**src/rtl/cpd_pkg.sv**
```systemverilog
`default_nettype none
package cpd_pkg;

  localparam int MAX_PAYLOAD_DEF = 45;

  localparam int CFG_IDX_W  = 2;
  localparam int CFG_DATA_W = 16;

  localparam logic [CFG_IDX_W-1:0] CFG_START_BYTE     = 2'd0;
  localparam logic [CFG_IDX_W-1:0] CFG_PAYLOAD_LIMIT  = 2'd1;
  localparam logic [CFG_IDX_W-1:0] CFG_IDLE_TIMEOUT   = 2'd2;
  localparam logic [CFG_IDX_W-1:0] CFG_RECEIVE_ENABLE = 2'd3;

  localparam logic [7:0]  START_BYTE_RST     = 8'hAA;
  localparam logic [5:0]  PAYLOAD_LIMIT_RST  = 6'h2D;
  localparam logic [15:0] IDLE_TIMEOUT_RST   = 16'd5000;
  localparam logic        RECEIVE_ENABLE_RST = 1'b1;

  localparam logic REQ_BYTE = 1'b0;
  localparam logic REQ_TICK = 1'b1;

  localparam logic KIND_PAYLOAD = 1'b0;
  localparam logic KIND_VERDICT = 1'b1;

  localparam logic [1:0] VERDICT_GOOD     = 2'd0;
  localparam logic [1:0] VERDICT_CRC      = 2'd1;
  localparam logic [1:0] VERDICT_OVERFLOW = 2'd2;

  localparam logic [7:0] CRC_POLY = 8'h8C;

  // reflected crc-8, one byte, lsb first
  function automatic logic [7:0] crc8_feed(input logic [7:0] crc_in, input logic [7:0] data);
    logic [7:0] c;
    logic [7:0] d;
    logic       fb;
    c = crc_in;
    d = data;
    for (int i = 0; i < 8; i++) begin
      fb = c[0] ^ d[0];
      c  = c >> 1;
      d  = d >> 1;
      if (fb) begin
        c = c ^ CRC_POLY;
      end
    end
    return c;
  endfunction

endpackage
`default_nettype wire

```
**src/rtl/cpd_in_if.sv**
```systemverilog
`default_nettype none
interface cpd_in_if;
  logic       valid;
  logic       ready;
  logic       req_type;
  logic [7:0] rx_byte;

  modport source (output valid, output req_type, output rx_byte, input ready);
  modport sink (input valid, input req_type, input rx_byte, output ready);
endinterface
`default_nettype wire

```
**src/rtl/cpd_out_if.sv**
```systemverilog
`default_nettype none
interface cpd_out_if;
  logic       valid;
  logic       ready;
  logic       kind;
  logic [1:0] verdict;
  logic [7:0] command;
  logic [7:0] status_byte;
  logic [7:0] payload_length;
  logic [7:0] payload_byte;
  logic [5:0] payload_index;
  logic       last;

  modport source (output valid, output kind, output verdict, output command,
                  output status_byte, output payload_length, output payload_byte,
                  output payload_index, output last, input ready);
  modport sink (input valid, input kind, input verdict, input command,
                input status_byte, input payload_length, input payload_byte,
                input payload_index, input last, output ready);
endinterface
`default_nettype wire

```
**src/rtl/cpd_cfg_if.sv**
```systemverilog
`default_nettype none
interface cpd_cfg_if;
  import cpd_pkg::*;
  logic                  valid;
  logic                  ready;
  logic [CFG_IDX_W-1:0]  index;
  logic [CFG_DATA_W-1:0] data;

  modport source (output valid, output index, output data, input ready);
  modport sink (input valid, input index, input data, output ready);
endinterface
`default_nettype wire

```
**src/rtl/crc8_packet_deframer_core.sv**
```systemverilog
// crc8_packet_deframer_core
// in_if: one transaction per received byte (req_type 0) or timer tick (req_type 1).
//   frame layout: start byte, command, status, length, payload, crc-8 check byte.
// out_if: result transactions; after a good frame the stored payload bytes
//   (kind 0) and then one verdict (kind 1, last 1); otherwise only the verdict.
// cfg_if: register writes, always ready; index 0 start byte, 1 payload limit,
//   2 idle timeout, 3 receive enable. write only while the block is idle.
// flow: a byte or tick that produces no result leaves in_if.ready high. a
//   byte that ends a frame holds in_if.ready low until its results are
//   loaded: for each payload byte a read of the payload memory (ST_READ),
//   then a load of the output register (ST_EMIT), and last the verdict
//   (ST_VERD); a stalled receiver holds off each load.
// output: a lone verdict passes through ST_VERD into the output register;
//   after a good frame with payload the first byte passes ST_READ and ST_EMIT.
// payload bytes sit in a synchronous memory with one write and one read port,
//   read through a registered output.
// reset: configuration returns to defaults, the frame and idle counter clear;
//   payload memory contents are not cleared and need no clearing pass.
// a stalled receiver holds the output register and the drain waits on it.
`default_nettype none
module crc8_packet_deframer_core #(
  parameter int MAX_PAYLOAD = cpd_pkg::MAX_PAYLOAD_DEF
) (
  input  wire logic clk,
  input  wire logic rst_n,
  cpd_in_if.sink    in_if,
  cpd_out_if.source out_if,
  cpd_cfg_if.sink   cfg_if
);
  import cpd_pkg::*;

  localparam int LIM_MAX = (MAX_PAYLOAD < 63) ? MAX_PAYLOAD : 63;
  localparam int POS_W   = $clog2(LIM_MAX + 5);
  localparam int ADDR_W  = (MAX_PAYLOAD > 1) ? $clog2(MAX_PAYLOAD) : 1;

  typedef enum logic [3:0] {
    ST_IDLE = 4'b0001,
    ST_READ = 4'b0010,
    ST_EMIT = 4'b0100,
    ST_VERD = 4'b1000
  } state_t;

  state_t state_r, state_nxt;

  logic [7:0]  start_byte_r;
  logic [5:0]  payload_limit_r;
  logic [15:0] idle_timeout_r;
  logic        receive_enable_r;

  logic [POS_W-1:0]  pos_r, pos_nxt;
  logic [7:0]        crc_r, crc_nxt;
  logic [7:0]        cmd_r, cmd_nxt;
  logic [7:0]        sts_r, sts_nxt;
  logic [7:0]        len_r, len_nxt;
  logic [15:0]       idle_r, idle_nxt;
  logic [1:0]        verdict_r, verdict_nxt;
  logic [ADDR_W-1:0] rd_idx_r, rd_idx_nxt;

  logic [7:0] mem [MAX_PAYLOAD];
  logic [7:0] rd_data_r;
  logic              mem_we;
  logic [ADDR_W-1:0] mem_wa;

  logic       out_valid_r, out_valid_nxt;
  logic       out_kind_r, out_kind_nxt;
  logic [1:0] out_verdict_r, out_verdict_nxt;
  logic [7:0] out_cmd_r, out_cmd_nxt;
  logic [7:0] out_sts_r, out_sts_nxt;
  logic [7:0] out_len_r, out_len_nxt;
  logic [7:0] out_byte_r, out_byte_nxt;
  logic [5:0] out_idx_r, out_idx_nxt;
  logic       out_last_r, out_last_nxt;

  logic        in_acc;
  logic        out_free;
  logic        clr;
  logic [7:0]  lim_eff;
  logic [8:0]  pay_end;
  logic [15:0] ticks_inc;
  logic [7:0]  rd_idx8;
  logic [7:0]  b;

  assign in_if.ready  = (state_r == ST_IDLE);
  assign cfg_if.ready = 1'b1;
  assign in_acc       = in_if.valid && in_if.ready;
  assign out_free     = !out_valid_r || out_if.ready;
  assign b            = in_if.rx_byte;
  assign lim_eff      = ({2'b00, payload_limit_r} > 8'(MAX_PAYLOAD)) ? 8'(MAX_PAYLOAD)
                                                                      : {2'b00, payload_limit_r};
  assign pay_end      = {1'b0, len_r} + 9'd4;
  assign ticks_inc    = (idle_r == 16'hFFFF) ? idle_r : idle_r + 16'd1;
  assign rd_idx8      = 8'(rd_idx_r);
  assign mem_wa       = ADDR_W'(pos_r - POS_W'(4));

  always_comb begin
    state_nxt       = state_r;
    pos_nxt         = pos_r;
    crc_nxt         = crc_r;
    cmd_nxt         = cmd_r;
    sts_nxt         = sts_r;
    len_nxt         = len_r;
    idle_nxt        = idle_r;
    verdict_nxt     = verdict_r;
    rd_idx_nxt      = rd_idx_r;
    mem_we          = 1'b0;
    clr             = 1'b0;
    out_valid_nxt   = out_valid_r && !out_if.ready;
    out_kind_nxt    = out_kind_r;
    out_verdict_nxt = out_verdict_r;
    out_cmd_nxt     = out_cmd_r;
    out_sts_nxt     = out_sts_r;
    out_len_nxt     = out_len_r;
    out_byte_nxt    = out_byte_r;
    out_idx_nxt     = out_idx_r;
    out_last_nxt    = out_last_r;

    case (state_r)
      ST_IDLE: begin
        if (in_acc) begin
          if (in_if.req_type == REQ_TICK) begin
            if (pos_r == '0) begin
              idle_nxt = '0;
            end else if (ticks_inc >= idle_timeout_r) begin
              clr = 1'b1;
            end else begin
              idle_nxt = ticks_inc;
            end
          end else begin
            idle_nxt = '0;
            if (!receive_enable_r) begin
              clr = 1'b1;
            end else if (pos_r == POS_W'(0)) begin
              if (b == start_byte_r) begin
                crc_nxt = crc8_feed(crc_r, b);
                pos_nxt = POS_W'(1);
              end
            end else if (pos_r == POS_W'(1)) begin
              cmd_nxt = b;
              crc_nxt = crc8_feed(crc_r, b);
              pos_nxt = POS_W'(2);
            end else if (pos_r == POS_W'(2)) begin
              sts_nxt = b;
              crc_nxt = crc8_feed(crc_r, b);
              pos_nxt = POS_W'(3);
            end else if (pos_r == POS_W'(3)) begin
              len_nxt = b;
              if (b > lim_eff) begin
                verdict_nxt = VERDICT_OVERFLOW;
                state_nxt   = ST_VERD;
              end else begin
                crc_nxt = crc8_feed(crc_r, b);
                pos_nxt = POS_W'(4);
              end
            end else if (9'(pos_r) < pay_end) begin
              mem_we  = 1'b1;
              crc_nxt = crc8_feed(crc_r, b);
              pos_nxt = pos_r + POS_W'(1);
            end else if (crc_r == b) begin
              verdict_nxt = VERDICT_GOOD;
              rd_idx_nxt  = '0;
              state_nxt   = (len_r == 8'd0) ? ST_VERD : ST_READ;
            end else begin
              verdict_nxt = VERDICT_CRC;
              state_nxt   = ST_VERD;
            end
          end
        end
      end
      ST_READ: begin
        state_nxt = ST_EMIT;
      end
      ST_EMIT: begin
        if (out_free) begin
          out_valid_nxt   = 1'b1;
          out_kind_nxt    = KIND_PAYLOAD;
          out_verdict_nxt = VERDICT_GOOD;
          out_cmd_nxt     = cmd_r;
          out_sts_nxt     = sts_r;
          out_len_nxt     = len_r;
          out_byte_nxt    = rd_data_r;
          out_idx_nxt     = rd_idx8[5:0];
          out_last_nxt    = 1'b0;
          if (rd_idx8 + 8'd1 == len_r) begin
            state_nxt = ST_VERD;
          end else begin
            rd_idx_nxt = rd_idx_r + ADDR_W'(1);
            state_nxt  = ST_READ;
          end
        end
      end
      ST_VERD: begin
        if (out_free) begin
          out_valid_nxt   = 1'b1;
          out_kind_nxt    = KIND_VERDICT;
          out_verdict_nxt = verdict_r;
          out_cmd_nxt     = cmd_r;
          out_sts_nxt     = sts_r;
          out_len_nxt     = len_r;
          out_byte_nxt    = 8'd0;
          out_idx_nxt     = 6'd0;
          out_last_nxt    = 1'b1;
          clr             = 1'b1;
          state_nxt       = ST_IDLE;
        end
      end
      default: begin
        state_nxt = ST_IDLE;
      end
    endcase

    if (clr) begin
      pos_nxt  = '0;
      crc_nxt  = '0;
      cmd_nxt  = '0;
      sts_nxt  = '0;
      len_nxt  = '0;
      idle_nxt = '0;
    end
  end

  // payload memory
  always_ff @(posedge clk) begin
    if (mem_we) begin
      mem[mem_wa] <= b;
    end
    rd_data_r <= mem[rd_idx_r];
  end

  always_ff @(posedge clk) begin
    if (!rst_n) begin
      state_r          <= ST_IDLE;
      pos_r            <= '0;
      crc_r            <= '0;
      cmd_r            <= '0;
      sts_r            <= '0;
      len_r            <= '0;
      idle_r           <= '0;
      out_valid_r      <= 1'b0;
      start_byte_r     <= START_BYTE_RST;
      payload_limit_r  <= PAYLOAD_LIMIT_RST;
      idle_timeout_r   <= IDLE_TIMEOUT_RST;
      receive_enable_r <= RECEIVE_ENABLE_RST;
    end else begin
      state_r     <= state_nxt;
      pos_r       <= pos_nxt;
      crc_r       <= crc_nxt;
      cmd_r       <= cmd_nxt;
      sts_r       <= sts_nxt;
      len_r       <= len_nxt;
      idle_r      <= idle_nxt;
      out_valid_r <= out_valid_nxt;
      if (cfg_if.valid && cfg_if.ready) begin
        case (cfg_if.index)
          CFG_START_BYTE:     start_byte_r     <= cfg_if.data[7:0];
          CFG_PAYLOAD_LIMIT:  payload_limit_r  <= cfg_if.data[5:0];
          CFG_IDLE_TIMEOUT:   idle_timeout_r   <= cfg_if.data[15:0];
          CFG_RECEIVE_ENABLE: receive_enable_r <= cfg_if.data[0];
          default: begin
          end
        endcase
      end
    end
  end

  always_ff @(posedge clk) begin
    verdict_r     <= verdict_nxt;
    rd_idx_r      <= rd_idx_nxt;
    out_kind_r    <= out_kind_nxt;
    out_verdict_r <= out_verdict_nxt;
    out_cmd_r     <= out_cmd_nxt;
    out_sts_r     <= out_sts_nxt;
    out_len_r     <= out_len_nxt;
    out_byte_r    <= out_byte_nxt;
    out_idx_r     <= out_idx_nxt;
    out_last_r    <= out_last_nxt;
  end

  assign out_if.valid          = out_valid_r;
  assign out_if.kind           = out_kind_r;
  assign out_if.verdict        = out_verdict_r;
  assign out_if.command        = out_cmd_r;
  assign out_if.status_byte    = out_sts_r;
  assign out_if.payload_length = out_len_r;
  assign out_if.payload_byte   = out_byte_r;
  assign out_if.payload_index  = out_idx_r;
  assign out_if.last           = out_last_r;

endmodule
`default_nettype wire

```
**src/flat_wrapper.sv**
```systemverilog
// flat-port wrapper written by rule: the top's interface ports become plain ports
module crc8_packet_deframer_core_flat import cpd_pkg::*;
#(
  parameter int MAX_PAYLOAD = cpd_pkg::MAX_PAYLOAD_DEF
)
  (clk, rst_n, in_if_valid, in_if_req_type, in_if_rx_byte, in_if_ready, out_if_valid, out_if_kind, out_if_verdict, out_if_command, out_if_status_byte, out_if_payload_length, out_if_payload_byte, out_if_payload_index, out_if_last, out_if_ready, cfg_if_valid, cfg_if_index, cfg_if_data, cfg_if_ready);
  cpd_in_if in_if_i ();
  cpd_out_if out_if_i ();
  cpd_cfg_if cfg_if_i ();
  input  wire logic clk;
  input  wire logic rst_n;
  input wire logic [$bits(in_if_i.valid)-1:0] in_if_valid;
  input wire logic [$bits(in_if_i.req_type)-1:0] in_if_req_type;
  input wire logic [$bits(in_if_i.rx_byte)-1:0] in_if_rx_byte;
  output wire logic [$bits(in_if_i.ready)-1:0] in_if_ready;
  output wire logic [$bits(out_if_i.valid)-1:0] out_if_valid;
  output wire logic [$bits(out_if_i.kind)-1:0] out_if_kind;
  output wire logic [$bits(out_if_i.verdict)-1:0] out_if_verdict;
  output wire logic [$bits(out_if_i.command)-1:0] out_if_command;
  output wire logic [$bits(out_if_i.status_byte)-1:0] out_if_status_byte;
  output wire logic [$bits(out_if_i.payload_length)-1:0] out_if_payload_length;
  output wire logic [$bits(out_if_i.payload_byte)-1:0] out_if_payload_byte;
  output wire logic [$bits(out_if_i.payload_index)-1:0] out_if_payload_index;
  output wire logic [$bits(out_if_i.last)-1:0] out_if_last;
  input wire logic [$bits(out_if_i.ready)-1:0] out_if_ready;
  input wire logic [$bits(cfg_if_i.valid)-1:0] cfg_if_valid;
  input wire logic [$bits(cfg_if_i.index)-1:0] cfg_if_index;
  input wire logic [$bits(cfg_if_i.data)-1:0] cfg_if_data;
  output wire logic [$bits(cfg_if_i.ready)-1:0] cfg_if_ready;
  assign in_if_i.valid = in_if_valid;
  assign in_if_i.req_type = in_if_req_type;
  assign in_if_i.rx_byte = in_if_rx_byte;
  assign in_if_ready = in_if_i.ready;
  assign out_if_valid = out_if_i.valid;
  assign out_if_kind = out_if_i.kind;
  assign out_if_verdict = out_if_i.verdict;
  assign out_if_command = out_if_i.command;
  assign out_if_status_byte = out_if_i.status_byte;
  assign out_if_payload_length = out_if_i.payload_length;
  assign out_if_payload_byte = out_if_i.payload_byte;
  assign out_if_payload_index = out_if_i.payload_index;
  assign out_if_last = out_if_i.last;
  assign out_if_i.ready = out_if_ready;
  assign cfg_if_i.valid = cfg_if_valid;
  assign cfg_if_i.index = cfg_if_index;
  assign cfg_if_i.data = cfg_if_data;
  assign cfg_if_ready = cfg_if_i.ready;
  crc8_packet_deframer_core #(.MAX_PAYLOAD(MAX_PAYLOAD)) u_core (.clk(clk), .rst_n(rst_n), .in_if(in_if_i), .out_if(out_if_i), .cfg_if(cfg_if_i));
endmodule
```
**config.mk**
```make
export PLATFORM = sky130hd
export DESIGN_NAME = crc8_packet_deframer_core_flat
export DESIGN_NICKNAME = d
export VERILOG_FILES = /design/src/rtl/cpd_pkg.sv /design/src/rtl/cpd_in_if.sv /design/src/rtl/cpd_out_if.sv /design/src/rtl/cpd_cfg_if.sv /design/src/rtl/crc8_packet_deframer_core.sv /design/src/flat_wrapper.sv
export SDC_FILE = /design/constraint.sdc
export NUM_CORES = 1
export LEC_CHECK = 0
export BUFFER_PORTS_ARGS = -buffer_cell sky130_fd_sc_hd__buf_2
export CORE_UTILIZATION = 65
export DETAILED_ROUTE_END_ITERATION = 8
export HOLD_SLACK_MARGIN = 0.1
export PLACE_DENSITY_LB_ADDON = 0.3
export SLEW_MARGIN = 20
export SYNTH_ARGS = -nofsm -noshare
export SYNTH_HDL_FRONTEND = slang
export SYNTH_SLANG_ARGS = --single-unit
```
**constraint.sdc**
```tcl
create_clock -name clk -period 8.6 [get_ports clk]
set_input_delay 0 -clock clk [delete_from_list [all_inputs] [get_ports clk]]
set_output_delay 0 -clock clk [all_outputs]
set_load 0.02 [all_outputs]
```
== After elaboration in Yosys (flattened, before gate mapping) ==
Memory sizes are Yosys's and may differ from the RTL's. A register that Yosys moved wholly into a read port is not among the register bits.
Index checks and enable logic that the tools add are counted.
Storage, ports and cells
  register bits after elaboration: 139
  memory bits (writable): 360
  bits of input ports: 32
  output and inout port bits: 45
  word-level logic and storage cells: 546
  memories: 1
Operators by class
  add/subtract/negate cells: 6
  $lt $le $gt $ge: 4
  eq/ne operators: 33
  mux-type cells: 377
  bitwise logic cells: 77
  reduce and logical (&&, ||, !) cells: 27
Memory list
  u_core.mem: words 45, width 8, rd ports 1, clocked after Yosys merged registers in 1, write ports 1, line crc8_packet_deframer_core.sv:59  | logic [7:0] mem [MAX_PAYLOAD];
Operators by type and width (number)
  $mux W8: 304
  $mux W6: 21
  $not A2 Y3: 36
  $mux W16: 4
  $mux W4: 14
  $xor A1 B1 Y1: 36
  $eq A8 B8 Y1: 3
  $ne A2 B2 Y1 const B: 12
  $pmux W6 S2: 2
  $mux W1: 22
  $add A16 B1 Y16 const B: 1
  $eq A16 B16 Y1 const B: 1
  $ge A16 B16 Y1: 1
  $pmux W4 S4: 1
  $pmux W8 S2: 1
  $reduce_and A7 Y1: 2
  $add A6 B1 Y6 const B: 2
  $eq A6 B2 Y1 const B: 2
  $reduce_and A12 Y1: 1
  $mux W2: 5
  $reduce_and A10 Y1: 1
  $reduce_and A2 Y1: 5
  $add A8 B3 Y9 const B: 1
  $lt A6 B9 Y1: 1
  other kinds (31): 45

== Longest topological paths before layout ==
  word-level depth: 85
  gate-level depth with buffers: 14
  depth with buffers taken out: 13

== Worst setup path after synthesis ==
Ideal clock, no wire load.
  kind: register to register
  from: register u_core.idle_r[8]
  to: register u_core.idle_r[11]
  setup time: 71 ps
  arrival: 3426 ps
  required time: 8529 ps
  setup slack: 5103 ps
  cell stages (with the launch flop): 13
  path buffers: 1
  period minus slack after synthesis: 3497 ps
  path through: dfxtp_1 -> clkbuf_2 -> nand4_1 -> nor4_1 -> nor3b_1 -> xor2_1 -> ha_1 -> or4_4 -> a2111oi_4 -> nor2_2 -> a221o_1 -> or4_1 -> a21oi_1
On the way
  word-level cells in the longest chain between the ends: 9
  elaborated cells between the ends (all ways): 15
  those cells by class: 1 x add/sub; 1 x order compare; 2 x eq/ne; 9 x mux; 2 x reduce/logical
Ends and longest elaborated chain
  start: declaration: line crc8_packet_deframer_core.sv:55  | logic [15:0] idle_r, idle_nxt;
  start signal: assignment: line crc8_packet_deframer_core.sv:250  | idle_r <= idle_nxt;
  $add A16 B1 Y16 / $eq A16 B16 Y1 (equally long branches): line crc8_packet_deframer_core.sv:91  | assign ticks_inc = (idle_r == 16'hFFFF) ? idle_r : idle_r + 16'd1;
  $mux W16 (*): line crc8_packet_deframer_core.sv:91
  $ge A16 B16 Y1: line crc8_packet_deframer_core.sv:123  | end else if (ticks_inc >= idle_timeout_r) begin
  $mux W1: line crc8_packet_deframer_core.sv:123
  $mux W1: line crc8_packet_deframer_core.sv:121  | if (pos_r == '0) begin
  $mux W1: line crc8_packet_deframer_core.sv:120  | if (in_if.req_type == REQ_TICK) begin
  $mux W1: line crc8_packet_deframer_core.sv:119  | if (in_acc) begin
  $pmux W1 S2: line crc8_packet_deframer_core.sv:117  | case (state_r)
  $reduce_or A2 Y1 (no line)
Every way passes the cells marked *; elsewhere a longest branch is shown, timed or not. The select of a mux whose other input is x is not followed.
A chain may end at the register's enable or synchronous reset.

== Worst setup path after layout ==
  from: register u_core.idle_r[0]
  to: register u_core.crc_r[2]
On the way
  word-level cells in the longest chain between the ends: 9
  elaborated cells between the ends (all ways): 10
  those cells by class: 1 x add/sub; 1 x order compare; 1 x eq/ne; 6 x mux; 1 x reduce/logical
Ends and longest elaborated chain
  $add A16 B1 Y16 / $eq A16 B16 Y1 (equally long branches): line crc8_packet_deframer_core.sv:91
  $mux W16 (*): line crc8_packet_deframer_core.sv:91
  $ge A16 B16 Y1 (*): line crc8_packet_deframer_core.sv:123
  $mux W1 (*): line crc8_packet_deframer_core.sv:123
  $mux W1 (*): line crc8_packet_deframer_core.sv:121
  $mux W1 (*): line crc8_packet_deframer_core.sv:120
  $mux W1 (*): line crc8_packet_deframer_core.sv:119
  $pmux W1 S2 (*): line crc8_packet_deframer_core.sv:117
  $reduce_or A2 Y1 (no line) (*)
  end signal: assignment: line crc8_packet_deframer_core.sv:246  | crc_r <= crc_nxt;
  end: declaration: line crc8_packet_deframer_core.sv:51  | logic [7:0] crc_r, crc_nxt;
Every way passes the cells marked *; elsewhere a longest branch is shown, timed or not.

==> metrics.md <==
| Metric | Value |
|---|---|
| Maximum vdd ir drop | 164 uV |
| Tmin final | 4.58 ns |
| CTS clock-pin slew for the worst setup and hold paths | 0.06 ns |
| Post-DP HPWL | 27.6 mm |
| Synth top area share | 0.580 |
| Die height | 182 um |
| Fin crit share | 0.533 |
| Biggest register | u_core.mem |
| Critical Path RT | 9.02 ns |
| Clock skew | 0.0232 ns |
| Share of layout cells above drive strength 1 | 0.195 |
| Synth top cells by count | edfxtp_1 (409), mux4_2 (112), nor2_1 (101), dfxtp_1 (98), nand2_1 (81) |
| Placed cell area | 22000 sq um |
| Most common cell in the netlist | edfxtp_1 |
| Setup Crit Path Kind | reg2reg |
| CTS tree | done |
| Final layout net count | 1526 |
| H-tree levels | 2 |
| Initial drt markers | 1310 |
| Status | finished clean |
| Die X | 182 um |
| Startpoint types | flip-flop |
| CP endpoint kind | flip-flop |
| Worst Tran Pin Value | 1.15 ns |
| Synth cell types | 72 |
| Clock sinks | 507 |
| Sequential area share after synthesis | 0.673 |
| Global-route wire length before repair | 75.2 mm |
| Total congestion overflow | 0 |
| Fin area | 24100 sq um |
| Synthesized area per cell | 16.0 sq um |
| Diode count | 0 |
| Hold Violations, Final | 0 |
| Wire per inst | 25.5 um |
| Hold slack | 0.0972 ns |
| Synth top area cells | edfxtp_1 (58%), mux4_2 (12%), dfxtp_1 (9.3%), ha_1 (2.2%), mux2i_1 (2.0%) |
| Die footprint | 33300 sq um |
| Top_reg_cell synth | edfxtp_1 |
| CP arrival | 5.00 ns |
| Clk_lat worst skew | 0.56 ns |
| Top Ports | 77 |
| Max-cap violations | 0 |
| Power Density | 207 nW/um^2 |
| Clk buf depth | 3 |
| Mapped Nets | 1395 |
| Peak Freq | 218 MHz |
| Ys Warns | 0 |
| Biggest regs | u_core.mem: 360 flops, u_core.idle_r: 16 flops, u_core.idle_timeout_r: 16 flops |
| Post-CTS Setup Repair Bufs | 0 |
| FFs w/ async S/R, synth | 0 |
| Final wirelength | 49.2 mm |
| Routed Antenna Nets | 0 |
| Largest net degree at the start of global routing | 95 |
| Fill count | 1740 |
| FF+latch count, synth | 507 |
| Root buf cell | clkbuf_16 |
| Max_slew headroom | 0.236 |
| Initial Util | 0.666 |
| Leading area contributor after synthesis | edfxtp_1 |
| Total CTS buffers | 49 |
| RSZ-0062 raised after global routing | no |
| Final Util | 0.757 |
| Hold Path Cell Cnt | 2 |
| Worst-path maximum fanout | 38 |
| Gr usage total | 0.305 |
| Synthesized area | 21200 sq um |
| R2r setup slk | 4.02 ns |
| Final GP Congestion | 0.846 |
| Syn Inst Count | 1326 |
| DR vias | 12.6k |
| Core area | 31800 sq um |
| Vias in the first global route | 12.7k |
| Setup_tns | 0 ns |
| DRC Markers | 0 |
| R2r worst-path depth | 15 |
| EDFF count, synth | 409 |
| Static leakage | 8.13 nW |
| Final setup vio count | 0 |
| Final slew viol count | 0 |
| Rows | 65 |
| Layout area overhead | 13.6% |
| First-pass DRT Iterations | 5 |
| Vias per cell | 6.50 |
| Port-buffer cells | 75 |
| Max FFs per register | 360 |
| Antenna violations before repair | 0 |
| Hold Crit Class | in2reg |
through the flow:
step | setup WS (ns) | total power [mW] | std cells
2_1_floorplan | 5.10 | 2.83 | 1326
3_3_place_gp | 4.00 | 2.90 | 1787
3_5_place_dp | 4.08 | 2.91 | 1788
4_1_cts | 4.04 | 4.98 | 1930
5_1_grt | 3.63 | 5.10 | 1931
6_report | 4.02 | 4.98 | 1931
cell type report:
| type | instances | area [sq um] | share of cell area |
|---|---|---|---|
| Sequential cell | 507 | 14200 | 0.592 |
| Inverter | 30 | 113 | 0.00468 |
| Tap cell | 435 | 544 | 0.0226 |
| Clock inverter | 30 | 251 | 0.0105 |
| Clock buffer | 60 | 1310 | 0.0544 |
| Multi-Input combinational cell | 723 | 6540 | 0.272 |
| Timing Repair Buffer | 146 | 1060 | 0.0440 |
routing by layer:
metal / vias up / share of wire / routed length, um / GRT usage
met3: 146 / 0.087 / 4260 / 0.0491
met4: 0 / 0.032 / 1590 / 0.105
met5: - / 0 / 0 / 0
li1: 5405 / - / - / -
met2: 768 / 0.50 / 24700 / 0.509
met1: 6240 / 0.38 / 18700 / 0.413
timing repair:
item                                   CTS  global route
endpoints found under the hold margin  131             0
hold buffers                            52             0
resized for setup                        0             0
cell usage in the layout (no fill, tap or decap), drive strengths merged, types with 4 or more instances in the layout:
| cell type | synthesis | final |
|---|---|---|
| nand2 | 81 | 81 |
| o21ai | 25 | 25 |
| or4 | 7 | 7 |
| ha | 37 | 37 |
| xnor2 | 31 | 31 |
| a21boi | 12 | 12 |
| a21oi | 46 | 46 |
| nor3 | 18 | 18 |
| dlygate4sd3 | 0 | 52 |
| dfxtp | 98 | 98 |
| nor4 | 7 | 7 |
| o211ai | 9 | 9 |
| nand3 | 30 | 30 |
| and2 | 8 | 8 |
| and4 | 4 | 4 |
| clkinvlp | 0 | 5 |
| mux2i | 43 | 43 |
| nor2 | 102 | 102 |
| a221oi | 4 | 4 |
| nand3b | 4 | 4 |
| o21a | 6 | 6 |
| xor2 | 24 | 24 |
| nor2b | 23 | 23 |
| edfxtp | 409 | 409 |
| and3 | 8 | 8 |
| buf | 25 | 94 |
| clkbuf | 41 | 60 |
| a211oi | 9 | 9 |
| nand4 | 12 | 12 |
| inv | 30 | 33 |
| nand4b | 6 | 6 |
| or3 | 4 | 4 |
| mux4 | 112 | 112 |
| a21o | 5 | 5 |
| clkinv | 0 | 19 |
kinds of logic (layout without fill, tap and decap cells):
kind of cell | after synthesis | after routing | synth area share
simple gates | 327 | 327 | 0.0756
flops | 507 | 507 | 0.673
fa+ha+maj | 37 | 37 | 0.0219
other cells | 1 | 1 | 0.000177
buf+inv | 96 | 266 | 0.0188
xor+xnor | 57 | 57 | 0.0249
compound gates | 145 | 145 | 0.0460
mux | 156 | 156 | 0.140
power by group:
part / switching [mW] / total, mW / internal, mW / leakage (nW)
Clock: 0.919 / 2.10 / 1.18 / 0.753
Combinational: 0.134 / 0.209 / 0.0743 / 2.85
Sequential: 0.0104 / 2.67 / 2.66 / 4.53
worst max-delay path: stages (launching register included):
cell,delay (ns)
dfxtp_1,0.35
ha_1,0.22
nand2_1,0.28
nor2_1,0.11
a311oi_1,0.77
nand3_1,0.24
xnor2_1,0.18
ha_1,0.30
and4_1,0.22
o211ai_1,0.11
nor2_2,0.16
a221oi_1,0.10
o211ai_1,0.61
buf_4,0.28
buf_4,0.38
nor3_1,0.11
final timing paths:
kind	start	endpoint
worst min-delay path	in_if_rx_byte[5]	u_core.mem[37][5]
worst min register to register	u_core.cmd_r[2]	u_core.out_if.command[2]
worst max register to register	u_core.idle_r[0]	u_core.crc_r[2]
worst max-delay path	u_core.idle_r[0]	u_core.crc_r[2]
Note: power is estimated with default switching activity, not from simulation.
